[src/hdl/mtk_pkg.sv]
`timescale 1ns / 1ps
// ----------------------------------------------------------------------------
// mtk_pkg
// Shared types, key codes and character lookups for the multi-tap keypad
// entry block.
// ----------------------------------------------------------------------------
package mtk_pkg;

    localparam int unsigned CharW    = 7;
    localparam int unsigned TapW     = 3;
    localparam int unsigned IdleW    = 16;
    localparam int unsigned TimeoutW = 16;
    localparam int unsigned KeyIdxW  = 4;

    localparam logic [TimeoutW-1:0] TIMEOUT_RESET = 16'd500;
    localparam logic [IdleW-1:0]    IDLE_MAX      = '1;

    // key positions on the 4x4 layout
    localparam logic [KeyIdxW-1:0] KEY_STAR = 4'd12;
    localparam logic [KeyIdxW-1:0] KEY_HASH = 4'd14;

    localparam logic [CharW-1:0] CHAR_NONE  = 7'h00;
    localparam logic [CharW-1:0] CHAR_HASH  = 7'h23;
    localparam logic [CharW-1:0] CHAR_STAR  = 7'h2A;
    localparam logic [CharW-1:0] CHAR_SEVEN = 7'h37;

    // what the block holds between polls
    typedef enum logic [1:0] {
        KIND_NONE,
        KIND_LETTER,
        KIND_HASH,
        KIND_STASH
    } kind_t;

    typedef enum logic [1:0] {
        CLS_STAR,
        CLS_HASH,
        CLS_DIRECT,
        CLS_TAP
    } key_cls_t;

    typedef struct packed {
        logic               key_pressed;
        logic [KeyIdxW-1:0] key_index;
    } poll_t;

    typedef struct packed {
        logic [CharW-1:0] out_char;
        logic             mode_toggle;
        logic [CharW-1:0] preview_char;
    } result_t;

    typedef struct packed {
        kind_t            kind;
        logic [CharW-1:0] ch;
        logic [TapW-1:0]  tap;
        logic [IdleW-1:0] idle;
    } entry_state_t;

    function automatic logic [CharW-1:0] key_char(input logic [KeyIdxW-1:0] idx);
        logic [CharW-1:0] c;
        unique case (idx)
            4'd0:    c = 7'h31; // 1
            4'd1:    c = 7'h32; // 2
            4'd2:    c = 7'h33; // 3
            4'd3:    c = 7'h41; // A
            4'd4:    c = 7'h34; // 4
            4'd5:    c = 7'h35; // 5
            4'd6:    c = 7'h36; // 6
            4'd7:    c = 7'h42; // B
            4'd8:    c = 7'h37; // 7
            4'd9:    c = 7'h38; // 8
            4'd10:   c = 7'h39; // 9
            4'd11:   c = 7'h43; // C
            4'd12:   c = CHAR_STAR;
            4'd13:   c = 7'h30; // 0
            4'd14:   c = CHAR_HASH;
            default: c = 7'h44; // D
        endcase
        return c;
    endfunction

    function automatic key_cls_t key_class(input logic [KeyIdxW-1:0] idx);
        key_cls_t k;
        unique case (idx)
            KEY_STAR:                             k = CLS_STAR;
            KEY_HASH:                             k = CLS_HASH;
            4'd0, 4'd1, 4'd2, 4'd4, 4'd5, 4'd6,
            4'd8:                                 k = CLS_TAP;
            default:                              k = CLS_DIRECT;
        endcase
        return k;
    endfunction

    // letter shown for multi-tap key ch after tap presses
    function automatic logic [CharW-1:0] tap_letter(input logic [CharW-1:0] ch,
                                                    input logic [TapW-1:0]  tap);
        logic [CharW-1:0] c;
        c = CHAR_NONE;
        unique case (ch)
            7'h31: unique case (tap)
                3'd1: c = 7'h45; 3'd2: c = 7'h46; 3'd3: c = 7'h47; 3'd4: c = 7'h31;
                default: c = CHAR_NONE;
            endcase
            7'h32: unique case (tap)
                3'd1: c = 7'h48; 3'd2: c = 7'h49; 3'd3: c = 7'h4A; 3'd4: c = 7'h32;
                default: c = CHAR_NONE;
            endcase
            7'h33: unique case (tap)
                3'd1: c = 7'h4B; 3'd2: c = 7'h4C; 3'd3: c = 7'h4D; 3'd4: c = 7'h33;
                default: c = CHAR_NONE;
            endcase
            7'h34: unique case (tap)
                3'd1: c = 7'h4E; 3'd2: c = 7'h4F; 3'd3: c = 7'h50; 3'd4: c = 7'h34;
                default: c = CHAR_NONE;
            endcase
            7'h35: unique case (tap)
                3'd1: c = 7'h51; 3'd2: c = 7'h52; 3'd3: c = 7'h53; 3'd4: c = 7'h35;
                default: c = CHAR_NONE;
            endcase
            7'h36: unique case (tap)
                3'd1: c = 7'h54; 3'd2: c = 7'h55; 3'd3: c = 7'h56; 3'd4: c = 7'h36;
                default: c = CHAR_NONE;
            endcase
            7'h37: unique case (tap)
                3'd1: c = 7'h57; 3'd2: c = 7'h58; 3'd3: c = 7'h59; 3'd4: c = 7'h5A;
                3'd5: c = 7'h37;
                default: c = CHAR_NONE;
            endcase
            default: c = CHAR_NONE;
        endcase
        return c;
    endfunction

endpackage

[src/hdl/mtk_step.sv]
`timescale 1ns / 1ps
// ----------------------------------------------------------------------------
// mtk_step
// One poll of multi-tap entry: next held state and the result of the poll.
// ----------------------------------------------------------------------------
module mtk_step (
    input  mtk_pkg::poll_t                       poll,
    input  mtk_pkg::entry_state_t                st,
    input  logic [mtk_pkg::TimeoutW-1:0]         timeout,
    output mtk_pkg::entry_state_t                st_next,
    output mtk_pkg::result_t                     res
);

    logic [mtk_pkg::CharW-1:0] k;
    mtk_pkg::key_cls_t         cls;
    logic                      active;
    logic [mtk_pkg::CharW-1:0] cur_letter;
    logic [mtk_pkg::TapW-1:0]  group_len;
    logic [mtk_pkg::IdleW-1:0] idle_inc;
    logic [mtk_pkg::CharW-1:0] c;
    logic                      tog;

    assign k          = mtk_pkg::key_char(poll.key_index);
    assign cls        = mtk_pkg::key_class(poll.key_index);
    // a stash counts as an active letter that confirms to nothing
    assign active     = (st.kind == mtk_pkg::KIND_LETTER) || (st.kind == mtk_pkg::KIND_STASH);
    assign cur_letter = (st.kind == mtk_pkg::KIND_LETTER) ? mtk_pkg::tap_letter(st.ch, st.tap)
                                                          : mtk_pkg::CHAR_NONE;
    assign group_len  = (st.ch == mtk_pkg::CHAR_SEVEN) ? 3'd5 : 3'd4;
    assign idle_inc   = (st.idle == mtk_pkg::IDLE_MAX) ? st.idle : st.idle + 1'b1;

    always_comb
    begin
        st_next = st;
        c       = mtk_pkg::CHAR_NONE;
        tog     = 1'b0;
        if (poll.key_pressed)
        begin
            st_next.idle = '0;
            unique case (cls)
                mtk_pkg::CLS_STAR:
                begin
                    tog = 1'b1;
                    if (active)
                    begin
                        c            = cur_letter;
                        st_next.kind = mtk_pkg::KIND_NONE;
                    end
                end
                mtk_pkg::CLS_HASH:
                begin
                    if (active)
                    begin
                        c            = cur_letter;
                        st_next.kind = mtk_pkg::KIND_HASH;
                        st_next.ch   = mtk_pkg::CHAR_HASH;
                        st_next.tap  = 3'd1;
                    end
                    else
                    begin
                        c = mtk_pkg::CHAR_HASH;
                    end
                end
                mtk_pkg::CLS_DIRECT:
                begin
                    c = k;
                    if (st.kind == mtk_pkg::KIND_LETTER)
                    begin
                        // letter goes out, direct key waits behind it
                        c            = cur_letter;
                        st_next.kind = mtk_pkg::KIND_STASH;
                        st_next.ch   = k;
                    end
                    else if (st.kind == mtk_pkg::KIND_STASH)
                    begin
                        st_next.kind = mtk_pkg::KIND_NONE;
                    end
                end
                default:
                begin
                    priority if (st.kind == mtk_pkg::KIND_STASH)
                    begin
                        c            = st.ch;
                        st_next.kind = mtk_pkg::KIND_LETTER;
                        st_next.ch   = k;
                        st_next.tap  = 3'd1;
                    end
                    else if (st.kind == mtk_pkg::KIND_LETTER && st.ch == k)
                    begin
                        st_next.tap = (st.tap == group_len) ? 3'd1 : st.tap + 1'b1;
                    end
                    else
                    begin
                        // deferred hash is dropped here
                        c            = cur_letter;
                        st_next.kind = mtk_pkg::KIND_LETTER;
                        st_next.ch   = k;
                        st_next.tap  = 3'd1;
                    end
                end
            endcase
        end
        else
        begin
            if (active)
            begin
                st_next.idle = idle_inc;
                if (idle_inc >= timeout)
                begin
                    c            = cur_letter;
                    st_next.kind = mtk_pkg::KIND_NONE;
                    st_next.idle = '0;
                end
            end
            else if (st.kind == mtk_pkg::KIND_HASH)
            begin
                c            = mtk_pkg::CHAR_HASH;
                st_next.kind = mtk_pkg::KIND_NONE;
                st_next.idle = '0;
            end
        end
    end

    always_comb
    begin
        res.out_char     = c;
        res.mode_toggle  = tog;
        res.preview_char = (st_next.kind == mtk_pkg::KIND_LETTER)
                         ? mtk_pkg::tap_letter(st_next.ch, st_next.tap)
                         : mtk_pkg::CHAR_NONE;
    end

endmodule

[src/hdl/multi_tap_keypad_entry_top.sv]
`timescale 1ns / 1ps
// the result of an accepted poll request is registered in the output register
// throughput: one poll per cycle; a poll is taken whenever the output register is empty
//   or is being drained in the same cycle
// reset (rst_n low, asynchronous): nothing pending, idle count zero, timeout 500 polls,
//   output register empty
// ----------------------------------------------------------------------------
// multi_tap_keypad_entry_top
// Multi-tap text entry for a 4x4 keypad: one poll request in, one result out,
// with a single configuration register for the idle timeout.
// ----------------------------------------------------------------------------
module multi_tap_keypad_entry_top (
    input  logic                          clk,
    input  logic                          rst_n,
    // poll requests
    input  logic                          poll_valid,
    output logic                          poll_ready,
    input  mtk_pkg::poll_t                poll,
    // results
    output logic                          result_valid,
    input  logic                          result_ready,
    output mtk_pkg::result_t              result,
    // timeout register write
    input  logic                          cfg_valid,
    output logic                          cfg_ready,
    input  logic [mtk_pkg::TimeoutW-1:0]  cfg_data
);

    // idle timeout register
    logic [mtk_pkg::TimeoutW-1:0] timeout_reg;

    // held entry state: pending letter, stash, deferred hash, idle count
    mtk_pkg::entry_state_t st_reg;
    mtk_pkg::entry_state_t st_next;

    // output register
    logic             result_valid_reg;
    mtk_pkg::result_t result_reg;
    mtk_pkg::result_t result_next;

    logic poll_accept;

    // writes are always taken
    assign cfg_ready = 1'b1;

    // output register frees up in the same cycle it is drained
    assign poll_ready  = !result_valid_reg || result_ready;
    assign poll_accept = poll_valid && poll_ready;

    mtk_step u_step (
        .poll    (poll),
        .st      (st_reg),
        .timeout (timeout_reg),
        .st_next (st_next),
        .res     (result_next)
    );

    always_ff @(posedge clk or negedge rst_n)
    begin
        if (!rst_n)
        begin
            timeout_reg <= mtk_pkg::TIMEOUT_RESET;
        end
        else if (cfg_valid)
        begin
            timeout_reg <= cfg_data;
        end
    end

    // state advances only on an accepted poll
    always_ff @(posedge clk or negedge rst_n)
    begin
        if (!rst_n)
        begin
            st_reg.kind <= mtk_pkg::KIND_NONE;
            st_reg.ch   <= mtk_pkg::CHAR_NONE;
            st_reg.tap  <= '0;
            st_reg.idle <= '0;
        end
        else if (poll_accept)
        begin
            st_reg <= st_next;
        end
    end

    always_ff @(posedge clk or negedge rst_n)
    begin
        if (!rst_n)
        begin
            result_valid_reg <= 1'b0;
        end
        else if (poll_accept)
        begin
            result_valid_reg <= 1'b1;
        end
        else if (result_ready)
        begin
            result_valid_reg <= 1'b0;
        end
    end

    // payload, no reset needed
    always_ff @(posedge clk)
    begin
        if (poll_accept)
        begin
            result_reg <= result_next;
        end
    end

    assign result_valid = result_valid_reg;
    assign result       = result_reg;

    // preview shows a letter exactly when a multi-tap letter is held
    a_preview_matches_state: assert property (@(posedge clk) disable iff (!rst_n)
        result_valid_reg |->
            ((result_reg.preview_char != mtk_pkg::CHAR_NONE)
             == (st_reg.kind == mtk_pkg::KIND_LETTER)))
        else $error("preview does not match held state");

    // star request always yields a mode toggle pulse
    a_star_toggles: assert property (@(posedge clk) disable iff (!rst_n)
        (poll_accept && poll.key_pressed && poll.key_index == mtk_pkg::KEY_STAR)
            |=> (result_valid_reg && result_reg.mode_toggle))
        else $error("star request without mode toggle");

    // idle count only runs while a letter or stash is held
    a_idle_only_when_active: assert property (@(posedge clk) disable iff (!rst_n)
        (st_reg.kind == mtk_pkg::KIND_NONE || st_reg.kind == mtk_pkg::KIND_HASH)
            |-> (st_reg.idle == '0))
        else $error("idle count running with nothing held");

endmodule

[config.mk]
export PLATFORM = sky130hd
export DESIGN_NAME = multi_tap_keypad_entry_top
export DESIGN_NICKNAME = d
export VERILOG_FILES = /design/src/hdl/mtk_pkg.sv /design/src/hdl/mtk_step.sv /design/src/hdl/multi_tap_keypad_entry_top.sv
export SDC_FILE = /design/constraint.sdc
export NUM_CORES = 1
export LEC_CHECK = 0
export ABC_AREA = 1
export BUFFER_PORTS_ARGS = -buffer_cell sky130_fd_sc_hd__buf_2
export CORE_MARGIN = 2
export CORE_UTILIZATION = 45
export DETAILED_ROUTE_END_ITERATION = 7
export MAX_ROUTING_LAYER = met4
export PLACE_DENSITY = 0.68
export SLEW_MARGIN = 20
export SYNTH_ARGS = -nofsm -noshare
export SYNTH_HDL_FRONTEND = slang
export SYNTH_SLANG_ARGS = --single-unit
[constraint.sdc]
create_clock -name clk -period 4.2 [get_ports clk]
set_input_delay 1.05 -clock clk [delete_from_list [all_inputs] [get_ports clk]]
set_output_delay 1.05 -clock clk [all_outputs]
set_load 0.03 [all_outputs]
; ---- Word level (Yosys, flattened, before mapping)
; Memory sizes are Yosys's and may differ from the RTL's.
; Index checks and enable logic that the tools add are counted.
[word_totals]
output_inout_bits = 18
n_memories = 2
wordCells = 110
romBits = 144
regBits = 60
in_bits = 26
[classes]
n_lt_le_gt_ge = 1
addsub = 2
reduce_logical = 10
n_mux = 53
n_eq_ne = 33
[mem_list]
columns = memory, depth, width, read_ports, rd_clocked_by_memory_dff, wr, line
row1 = (name not given), 16, 7, 1, 0, 0, mtk_pkg.sv:62  ; unique case (idx)
row2 = (name not given), 16, 2, 1, 0, 0, mtk_pkg.sv:85  ; unique case (idx)
[op_table]
columns = cell, n
row1 = $pmux W7 S4, 12
row2 = $eq A7 B6 Y1 const B, 14
row3 = $pmux W7 S7, 2
row4 = $mux W16, 5
row5 = $mux W7, 10
row6 = $pmux W7 S5, 2
row7 = $pmux W7 S3, 2
row8 = $mux W12, 2
row9 = $add A16 B1 Y16 const B, 1
row10 = $eq A16 B16 Y1 const B, 1
row11 = $ge A16 B16 Y1, 1
row12 = $mux W2, 7
row13 = $eq A3 B2 Y1 const B, 4
row14 = $eq A3 B3 Y1 const B, 4
row15 = $mux W10, 1
row16 = $mux W9, 1
row17 = $eq A7 B7 Y1, 1
row18 = $eq A2 B1 Y1 const B, 3
row19 = $eq A2 B2 Y1 const B, 3
row20 = $eq A3 B1 Y1 const B, 2
row21 = $mux W3, 2
row22 = $mux W6, 1
row23 = $pmux W2 S3, 1
row24 = $pmux W3 S2, 1
row25 = 11 further kinds, 16

; ---- Depth between registers and ports, before layout
; Gate-level depths: netlist of the first run.
[logic_depth]
word_depth = 11
depth_mapped = 24
ltp_nobuf = 24

; ---- Modules after synthesis
; A second synthesis of the first run with hierarchy kept.
[hier_totals]
hier_cells = 886
hier_area_um2 = 5819.3
[modules_own_cells]
columns = mod, seq_area_each_um2, n_inst, cells_each, area_per_inst_um2
row1 = mtk_step, 0.0, 1, 675, 3568.4
row2 = multi_tap_keypad_entry_top, 1584.0, 1, 211, 2250.9

; ---- Least setup slack after synthesis of the first run
; OpenSTA, ideal clock, no wires.
[synth_timing]
path_type = reg2reg
startpoint = register st_reg[0] (netlist bit)
endpoint = register result_reg, in the netlist result[11] (data pin)
required_time_ns = 4.031
t_arrival_ns = 3.093
n_path_buf = 1
setup_ns = 0.169
slack_ns = 0.938
path_stages_with_launch = 21
period_less_slack_ns = 3.262
path_cell_list = dfrtp_1 -> ha_1 -> nand3_1 -> nor2_1 -> nand2_1 -> nor3_1 -> nand2_1 -> inv_1 -> nor2_1 -> xor2_1 -> inv_1 -> ha_1 -> nand2_1 -> nor2_1 -> nand2_1 -> o211ai_1 -> nand2_1 -> nand3_1 -> clkinv_1 -> clkbuf_1 -> o31ai_1
[synth_rtl]
columns = element, line
row1 = from (decl), multi_tap_keypad_entry_top.sv:33  ; mtk_pkg::entry_state_t st_reg;
row2 = from (signal assigned), multi_tap_keypad_entry_top.sv:82  ; st_reg <= st_next;
row3 = to (signal assigned), multi_tap_keypad_entry_top.sv:107  ; result_reg <= result_next;
row4 = to (decl), multi_tap_keypad_entry_top.sv:38  ; mtk_pkg::result_t result_reg;

; ---- Final worst setup path of the first run
[layout_timing]
startpoint = register st_reg[0] (netlist bit)
endpoint = register result_reg, in the netlist result[2] (data pin)
[layout_via]
elab_chain_cells = 7
elab_cells_between_ends = 8
classes_between = add/sub (1) / order compare (1) / eq/ne (2) / mux (4)
[layout_lines]
columns = element, line
row1 = $add A16 B1 Y16 / $eq A16 B16 Y1 (equally long branches), mtk_step.sv:30  ; assign idle_inc = (st.idle == mtk_pkg::IDLE_MAX) ? st.idle : st.idle + 1'b1;
row2 = $mux W16 *, mtk_step.sv:30
row3 = $ge A16 B16 Y1 *, mtk_step.sv:108  ; if (idle_inc >= timeout)
row4 = $mux W2 *, mtk_step.sv:108
row5 = $mux W2 *, mtk_step.sv:105  ; if (active)
row6 = $mux W2 *, mtk_step.sv:37  ; if (poll.key_pressed)
row7 = $eq A2 B1 Y1 *, mtk_step.sv:128  ; res.preview_char = (st_next.kind == mtk_pkg::KIND_LETTER)
; Mark *: on every way between the ends. The rest lies on a longest branch, timed or not.
; A chain may end at the register's enable or synchronous reset.

==> metrics, run 1 <==
status=complete, no violations; placed cell areas=5580 sq um; startpoint types=register; Vias/cell=around 5.6; drt drc=0; worst slew pin tran=a little over 0.7 ns; Flop pwr share=between 30 and 40%; WP data arrival=between 3 and 4 ns; ys async rst share=between 70% and 80%; share of layout cells above drive strength 1=between 10% and 20%; io pins=between 40 and 50; 1st-pass router iterations=6; Tmin final=between 3 and 4 ns; P_int=approximately 0.0014 W; Switching Power=between 0.0008 and 0.0009 W; RD Place Congestion=just under 1; vias in the first global route=5,099; Final nets=roughly 880; Initial DRC Count=about 440; PD cells=around 380 nW/um^2; Logic pwr share=between 30% and 40%; Hold Vio Cnt, Final=0; TritonCTS Sinks=60; sequential element share of the synthesized area=roughly 30%; Synth Flop Type=dfrtp_1; switch share=between 30% and 40%; cell area after synthesis=5280 sq um; Final ANT Viol Nets=0; global-route wire length before repair=approximately 25,000 um; f_max=~260 MHz; commonest cells after routing, fill and taps aside=nand2_1 (208), inv_1 (105), o21ai_0 (74), nand3_1 (72), nor2_1 (64); R2R depth=19; max FFs per register=28; syn avg cell area=between 6 and 7 sq um; Final TNS setup=0 ns; H-Tree Depth=3; final setup vio count=0; port bufs=between 40 and 50; clock-pin transition on the worst setup and hold timing paths=0.05 ns; CP cell instances=ha_1, nand3_1, nor2_1, nand2_1, nor3_1, nand2_1, inv_1, nor2_1, xor2_1, ha_1, nand2_1, nor3_1, nand3_1, nand3_2, nor3_1, o21ai_0, nand2_1, nand2_1, nor2_1; Synth top area share=18.5%; initial antenna violation count=0; total number of vias=around 5.4k; Post-synth EDFFs=15; Synth Register Bits=60; RSZ-0062 raised after global routing=false; clock latency on the worst-skew pair=0.34 ns; CP Class=reg2reg; ant diodes=0; total CTS buffers=9; row count=39; Synth area leaders=dfrtp_1 (18%), nand2_1 (15%), edfxtp_1 (8.5%); area added between synthesis and finish=11.6%; final wirelength=about 15,000 um; Syn Nets=845; Non-Filler Cell Area, Final=5900 sq um; global-route usage over all layers=24.8%; most common cell after layout, fill and taps aside=nand2_1; pin count of the biggest net entering global routing=46; Critical-path top delay cell=dfrtp_1; Die X=approximately 110 um; Max Cap Viol=0; most used cell, CP=nand2_1; Relative slew margins=52.3%; worst hold path type=reg2reg; ratio of final minimum period to clock period=between 80% and 90%; Max rail drop VDD=~0.25 mV; CORE AREA=~11,000 sq um; WHS Path Cells=2; DP HPWL=~11,000 um; synthesized instance count=slightly below 800; Clock Tree Root=clkbuf_16; Clk pwr share=a little over a third; GR Overflow Total=0; crit-path max cell delay=0.40 ns; largest area contributor in the netlist=dfrtp_1; Synth cell types=between 50 and 60; CP endpoint kind=register; Final Skew=just over 0.009 ns; initial core utilization=46.3%; Leak=between 2 and 3 nW; synthesis warning total=0; die height=roughly 110 um; die area=between 10,000 and 15,000 sq um; WL/cell=around 15 um; Slew Limit Fails=0; CP Data Required Time=between 4 and 5 ns; highest net fanout along the worst path=9; Max clock buf depth=2; CTS tree=built
-- cell families after synthesis --
logic type	synth area share, %
and+or+nand+nor	34.3
AOI/OAI and AO/OA	15.5
buffers and inverters	10.8
DFF	30.0
adders and majority gates	8.05
xor gates and xnor gates	1.16
other	0.0710
muxes	0.213
-- worst paths after layout --
check	start	end	slack, ns
min reg2reg	timeout_reg[6]	timeout_reg[6]	0.50
max in group asynchronous	rst_n	st_reg[27]	3.08
min	timeout_reg[6]	timeout_reg[6]	0.50
min in group asynchronous	rst_n	timeout_reg[12]	0.73
max reg2reg	st_reg[0]	result[2]	0.42
max	st_reg[0]	result[2]	0.42
-- worst max-delay path: cells and delay by family (launching register included) --
family	cells	cell delay, ns
buffers and inverters	1	0.16
AOI/OAI and AO/OA	1	0.17
xor gates and xnor gates	1	0.16
DFF	1	0.40
and+or+nand+nor	14	2.11
adders and majority gates	2	0.51
-- Yosys cell counts, types with 6 or more instances --
master	number
nand2_1	208
nor2_2	7
xor2_1	7
ha_1	34
nor3_1	14
clkbuf_1	9
dfstp_2	6
nor2_1	64
o21ai_0	74
edfxtp_1	15
dfrtp_1	39
nand3_1	73
a21oi_1	28
nand4_1	13
nand2_2	14
inv_1	105
-- per-stage QoR --
step / hold slack, ns / total power (W) / setup slack, ns / cells / utilization [%]
detailed placement: 0.491 / 0.00146 / 0.402 / 953 / 48.9
global route: 0.514 / 0.00238 / 0.125 / 969 / 51.6
global placement: 0.491 / 0.00145 / 0.510 / 953 / 48.9
finish: 0.497 / 0.00226 / 0.422 / 969 / 51.6
CTS: 0.501 / 0.00226 / 0.387 / 969 / 51.6
floorplan: 0.465 / 0.00126 / 0.938 / 785 / -
-- power by group through the flow --
stage	registers [W]	clock network, W	logic, W
2_1_floorplan	0.000735	0	0.000526
3_3_place_gp	0.000742	0	0.000706
3_5_place_dp	0.000741	0	0.000720
5_1_grt	0.000741	0.000820	0.000823
6_report	0.000736	0.000785	0.000735
4_1_cts	0.000732	0.000799	0.000724
-- area by class of cell --
type / instances / area [sq um]
fill: 1135 / 5520
multi-input combinational: 590 / 3140
sequential: 60 / 1580
inverter: 113 / 438
timing repair buffer: 47 / 250
clock buffer: 11 / 233
tap: 143 / 179
clock inverter: 5 / 76.3
-- per-layer routing --
metal	global-route usage [%]	up-vias	routed length, um
met2	39.9	183	6920
met3	3.83	46	791
met4	10.9	0	528
met1	31.0	2480	6640
met5	-	-	0
li1	-	2676	-
-- repair_timing --
action	in CTS	in global routing
endpoints found under the hold margin	0	0
hold buffers	0	0
setup buffers	0	0
setup endpoints to repair	0	1
gates resized for setup	0	1
Power figures use the tool's default switching activity.
==> run 2: changes to the inputs <==
- PLACE_DENSITY: 0.68 -> unset
- PLACE_DENSITY_LB_ADDON: unset -> 0.25
==> run 2 against run 1 <==
Net effect:
- die area unchanged
- critical endpoint is now result[5]
- final cell count increased by 0.21%
- via count decreased by 0.52%
- wire length increased by 0.98%
- total power decreased by 3.4%
- register-to-register slack improved by 0.08 ns
- count of clock-buffer cells in the layout increased by 4
- clock skew increased by 0.0036 ns
- setup slack improved by 0.078 ns
- maximum frequency increased by 2.1%
- non-clock buffer count increased by 2
- first-iteration DRC count increased by 5.3%
==> metrics, run 2 (same netlist as run 1, synthesis figures left out) <==
status=complete, no violations; met2 Use GR=about two fifths; CP Data Required Time=~4.4 ns; global-route usage over all layers=about a quarter; Critical-path top delay cell=dfrtp_1; row count=39; min setup slack post-route=around 0.5 ns; most common cell after layout, fill and taps aside=nand2_1; CP top delay family=simple AND/OR/NAND/NOR gates; pin count of the biggest net entering global routing=46; H-Tree Depth=3; Relative slew margins=51.1%; final wirelength=approximately 15,000 um; share of layout cells above drive strength 1=approximately an eighth; worst hold path type=reg2reg; crit-path max cell delay=0.41 ns; WL/cell=about 15 um; Final TNS setup=0 ns; Die X=112 um; highest net fanout along the worst path=7; Non-Filler Cell Area, Final=5890 sq um; Max clock buf depth=2; CORE AREA=approximately 11,000 sq um; clock-pin transition on the worst setup and hold timing paths=roughly 0.050 ns; GR Overflow Total=0; clock latency on the worst-skew pair=0.34 ns; startpoint types=register; Initial DRC Count=between 400 and 500; ant diodes=0; CP cell instances=ha_1, nand3_1, nor2_1, nand2_1, nor3_2, nand2_1, inv_1, nor2_1, xor2_1, ha_1, nand2_1, nor3_1, nand3_1, nand3_2, nor3_1, a21oi_1, nand2_1, a31oi_1; CTS tree=built; global-route wire length before repair=about 25,000 um; total CTS buffers=9; commonest cells after routing, fill and taps aside=nand2_1 (208), inv_1 (105), o21ai_0 (74), nand3_1 (72), nor2_1 (64); f_max=between 200 and 300 MHz; die height=112 um; Clock Tree Root=clkbuf_16; Hold-fix buffers, CTS=0; initial antenna violation count=0; port bufs=42; max FFs per register=28; worst slack at placement=around 0.33 ns; Tmin final=about 3.7 ns; met3 usage=3.51%; most used cell, CP=nand2_1; Max rail drop VDD=around 0.23 mV; Final ANT Viol Nets=0; area added between synthesis and finish=11.5%; TritonCTS Sinks=60; Leak=about 3 nW; io pins=44; RSZ-0062 raised after global routing=false; DP HPWL=between 10,000 and 15,000 um; vias in the first global route=about 5.2k; CP bufs+invs=1; CP Class=reg2reg; WP data arrival=3.86 ns; ratio of final minimum period to clock period=88.1%; drt drc=0; Final Skew=about 0.013 ns; met1 Use GR=31.5%; worst slew pin tran=between 0.7 and 0.8 ns; Final nets=~900; initial core utilization=46.3%; Max Cap Viol=0; final setup vio count=0; Slew Limit Fails=0; die area=~13,000 sq um; GR peak layer=met2; Vias/cell=5.52; Hold Vio Cnt, Final=0; CP endpoint kind=register; PD cells=roughly 370 nW/um^2; placed cell areas=~5600 sq um; RD Place Congestion=between 1 and 1.5; total number of vias=5,357; 1st-pass router iterations=5
==> run 2: layer usage <==
metal  part of all wire (%)  routed length, um
met3                    5.3                793
met5                      0                  0
met1                     44               6610
met2                     46               6960
met4                    4.4                666
==> run 2: worst register-to-register path: stages, from the launching register on <==
cell     delay, ns
dfrtp_1       0.41
ha_1          0.21
nand3_1       0.12
nor2_1        0.17
nand2_1       0.11
nor3_2        0.18
nand2_1       0.16
inv_1         0.15
nor2_1        0.06
xor2_1        0.16
ha_1          0.32
nand2_1       0.09
nor3_1        0.32
nand3_1       0.14
nand3_2       0.17
nor3_1        0.06
a21oi_1       0.27
nand2_1       0.20
a31oi_1       0.21
==> run 2: per-stage QoR <==
| step | utilization [%] | hold slack, ns | total power [W] | cells |
|---|---|---|---|---|
| after global placement | 48.9 | 0.491 | 0.00145 | 953 |
| after detailed placement | 48.9 | 0.488 | 0.00146 | 953 |
| final | 51.6 | 0.494 | 0.00218 | 971 |
| after CTS | 51.4 | 0.498 | 0.00218 | 969 |
| after floorplan | - | 0.465 | 0.00126 | 785 |
| after global routing | 51.6 | 0.527 | 0.00231 | 971 |
==> run 2: repair_timing <==
item | CTS | global route
resized for setup | 0 | 2
setup buffers | 0 | 2
endpoints found under the setup margin | 0 | 24
==> run 2: final timing paths <==
| check | from | endpoint | slack (ns) | depth (start not counted) |
|---|---|---|---|---|
| worst max-delay path | st_reg[0] | result[5] | 0.50 | 18 |
| worst min-delay path | timeout_reg[8] | timeout_reg[8] | 0.49 | 2 |
| worst max register to register | st_reg[0] | result[5] | 0.50 | 18 |
| worst min register to register | timeout_reg[8] | timeout_reg[8] | 0.49 | 2 |
| max in group asynchronous | rst_n | st_reg[27] | 3.06 | 1 |
| min in group asynchronous | rst_n | timeout_reg[12] | 0.73 | 1 |
==> run 2: final cells by class <==
cell class                 count  area [sq um]
fill                        1161          5530
multi-input combinational    590          3140
tap                          143           179
inverter                     113           438
timing repair buffer          49           265
sequential                    60          1580
clock inverter                 1          7.51
clock buffer                  15           278
==> run 2: where the power goes <==
group	switching [W]	total, W	internal, W
Sequential	0.0000701	0.000733	0.000663
Clock	0.000268	0.000717	0.000448
Combinational	0.000518	0.000729	0.000212
Total	0.000856	0.00218	0.00132
==> run 3: changes to the inputs <==
- CAP_MARGIN: unset -> 20
- SYNTH_HIERARCHICAL: unset -> 1
==> run 3 against run 2 <==
Net effect:
- total power rose by 1.8%
- highest routed layer unchanged
- core utilization down 0.89 points
- sequential power increased by 3.1%
- via count increased by 7.8%
==> metrics, run 3 <==
Synth cell types=49; Worst Hold Slack=0.468 ns; area added between synthesis and finish=9.98%; WL/cell=14.4 um; PD cells=between 300 and 400 nW/um^2; GR Overflow Total=0; Syn Nets=between 900 and 1k; ant diodes=0; final setup vio count=0; Die X=~120 um; Synth area leaders=nand2_1 (17%), dfrtp_1 (17%), ha_1 (8.4%); highest net fanout along the worst path=10; total CTS buffers=9; worst hold path type=reg2reg; startpoint types=register; initial core utilization=between 40% and 50%; Reg-to-Reg End=st_reg[1]; WHS Path Cells=2; syn avg cell area=6.57 sq um; Leak=3.28 nW; Final ANT Viol Nets=0; Util after Layout=between 50% and 60%; Slew Limit Fails=0; RSZ-0062 raised after global routing=false; Max Cap Viol=0; hold_sp=timeout_reg[2]; # fillers=around 1.3k; most common cell after layout, fill and taps aside=nand2_1; vias in the first global route=about 5.6k; die height=approximately 120 um; clock latency on the worst-skew pair=0.34 ns; f_max=between 200 and 300 MHz; pin count of the biggest net entering global routing=33; ratio of final minimum period to clock period=approximately nine tenths; CP cell instances=ha_1, inv_1, nor3_4, nand3_1, inv_1, nand4_1, nor2_1, nand2_1, inv_1, nor3_1, a21oi_1, ha_1, a21oi_1, o21a_1, o221ai_1, nand2_1, nand3_2, nand2_1, nand2_1, a21oi_1, nand3_1, nand2_1; Initial DRC Count=between 400 and 500; Synth Flop Type=dfrtp_1; initial antenna violation count=0; drt drc=0; CP Data Required Time=4.47 ns; largest area contributor in the netlist=nand2_1; Max clock buf depth=2; RR Startpoint=st_reg[0]; Relative slew margins=58.0%; synth cell count leaders=nand2_1 (261), inv_1 (104), nand3_1 (90); worst slew pin tran=0.630 ns; H-Tree Depth=3; Hold-fix buffers, CTS=0; TritonCTS Sinks=60; CORE AREA=between 10,000 and 15,000 sq um; total number of vias=5,777; CP Class=reg2reg; final wirelength=about 16,000 um; Worst Hold Path EP=timeout_reg[2]; max FFs per register=28; RD Place Congestion=~0.95; Hold Vio Cnt, Final=0; Reg2Reg Setup Slack=0.44 ns; global-route usage over all layers=between 20 and 25%; R2R depth=22; min setup slack post-route=0.442 ns; crit-path max cell delay=0.42 ns; Critical-path top delay cell=dfrtp_1; cell area after synthesis=5820 sq um; WP data arrival=around 4.0 ns; Non-Filler Cell Area, Final=around 6400 sq um; count leader, synth=nand2_1; placed cell areas=between 6000 and 7000 sq um; port bufs=42; most used cell, CP=nand2_1; row count=around 40; sequential element share of the synthesized area=27.2%; io pins=between 40 and 50; worst slack at placement=between 0.2 and 0.25 ns; Final nets=between 900 and 1k; clock-pin transition on the worst setup and hold timing paths=approximately 0.050 ns; synthesized instance count=between 800 and 900; status=complete, no violations; die area=13,900 sq um; Vias/cell=approximately 5.3; Synth top area share=around 17%; 1st-pass router iterations=5; synthesis warning total=6; Post-synth EDFFs=15; Final Skew=~0.0073 ns; ys async rst share=roughly three quarters; Tmin final=roughly 3.8 ns; CTS tree=built; DP HPWL=11,700 um; share of layout cells above drive strength 1=between 10 and 15%; postcts setup bufs=0; Synth Register Bits=60; Final TNS setup=0 ns; CP endpoint kind=register; Clock Tree Root=clkbuf_16; Max rail drop VDD=0.223 mV; global-route wire length before repair=roughly 26,000 um; commonest cells after routing, fill and taps aside=nand2_1 (261), inv_1 (104), nand3_1 (89), nor2_1 (66); cts repair resizes=0
-- run 3: changes by cell type after synthesis, moves of 7 or more --
| cell | delta |
|---|---|
| nand3_1 | +17 |
| buf_2 | +7 |
| o21ai_0 | -25 |
| nand2_1 | +53 |
| a21oi_1 | +21 |
| inv_2 | +14 |
-- run 3: metal layers --
layer  vias up  global-route usage (%)  wire (um)
li1       2943                       -          -
met2       171                    40.7       7770
met4         0                    8.73        341
met3        22                    4.41        722
met5         -                       -          0
met1      2641                    28.6       6890
-- run 3: cell families after synthesis --
logic type      synth area share, %
other cells                  0.0644
xor+xnor                       1.05
simple gates                   39.8
flops                          27.2
fa+ha+maj                      8.39
compound gates                 11.8
buf+inv                        11.7
-- run 3: layout make-up --
class / count / area [sq um] / area share, %
Clock inverter: 4 / 22.5 / 0.352
Inverter: 125 / 474 / 7.41
Tap cell: 172 / 215 / 3.36
Timing Repair Buffer: 49 / 263 / 4.11
Multi-Input combinational cell: 671 / 3570 / 55.8
Sequential cell: 60 / 1580 / 24.8
Clock buffer: 12 / 268 / 4.18
-- run 3: power by group --
part           internal [W]  switching (W)  total (W)  leakage [nW]
clock network      0.000447       0.000258   0.000705         0.143
logic              0.000229       0.000528   0.000757          2.41
registers          0.000668      0.0000887   0.000756         0.719
-- run 3: worst max-delay path by stage --
stage	start	end	slack [ns]	cells after the start
after floorplan	poll[0]	result[3]	0.96	20
after global placement	st_reg[0]	st_reg[6]	0.23	22
after detailed placement	st_reg[0]	st_reg[1]	0.20	22
after CTS	st_reg[0]	st_reg[1]	0.17	22
after global routing	st_reg[0]	result[6]	0.01	22
final	st_reg[0]	st_reg[1]	0.44	22
-- run 3: critical path, delay by kind of cell, from the launching register on --
family | cells | cell delay [ns]
fa+ha+maj | 2 | 0.46
simple gates | 12 | 1.65
flops | 1 | 0.42
compound gates | 5 | 0.83
buf+inv | 3 | 0.31
-- run 3: stage by stage --
stage	total power [W]	instances
2_1_floorplan	0.00132	886
3_3_place_gp	0.00151	1077
3_5_place_dp	0.00151	1077
4_1_cts	0.00224	1093
5_1_grt	0.00237	1093
6_report	0.00222	1093
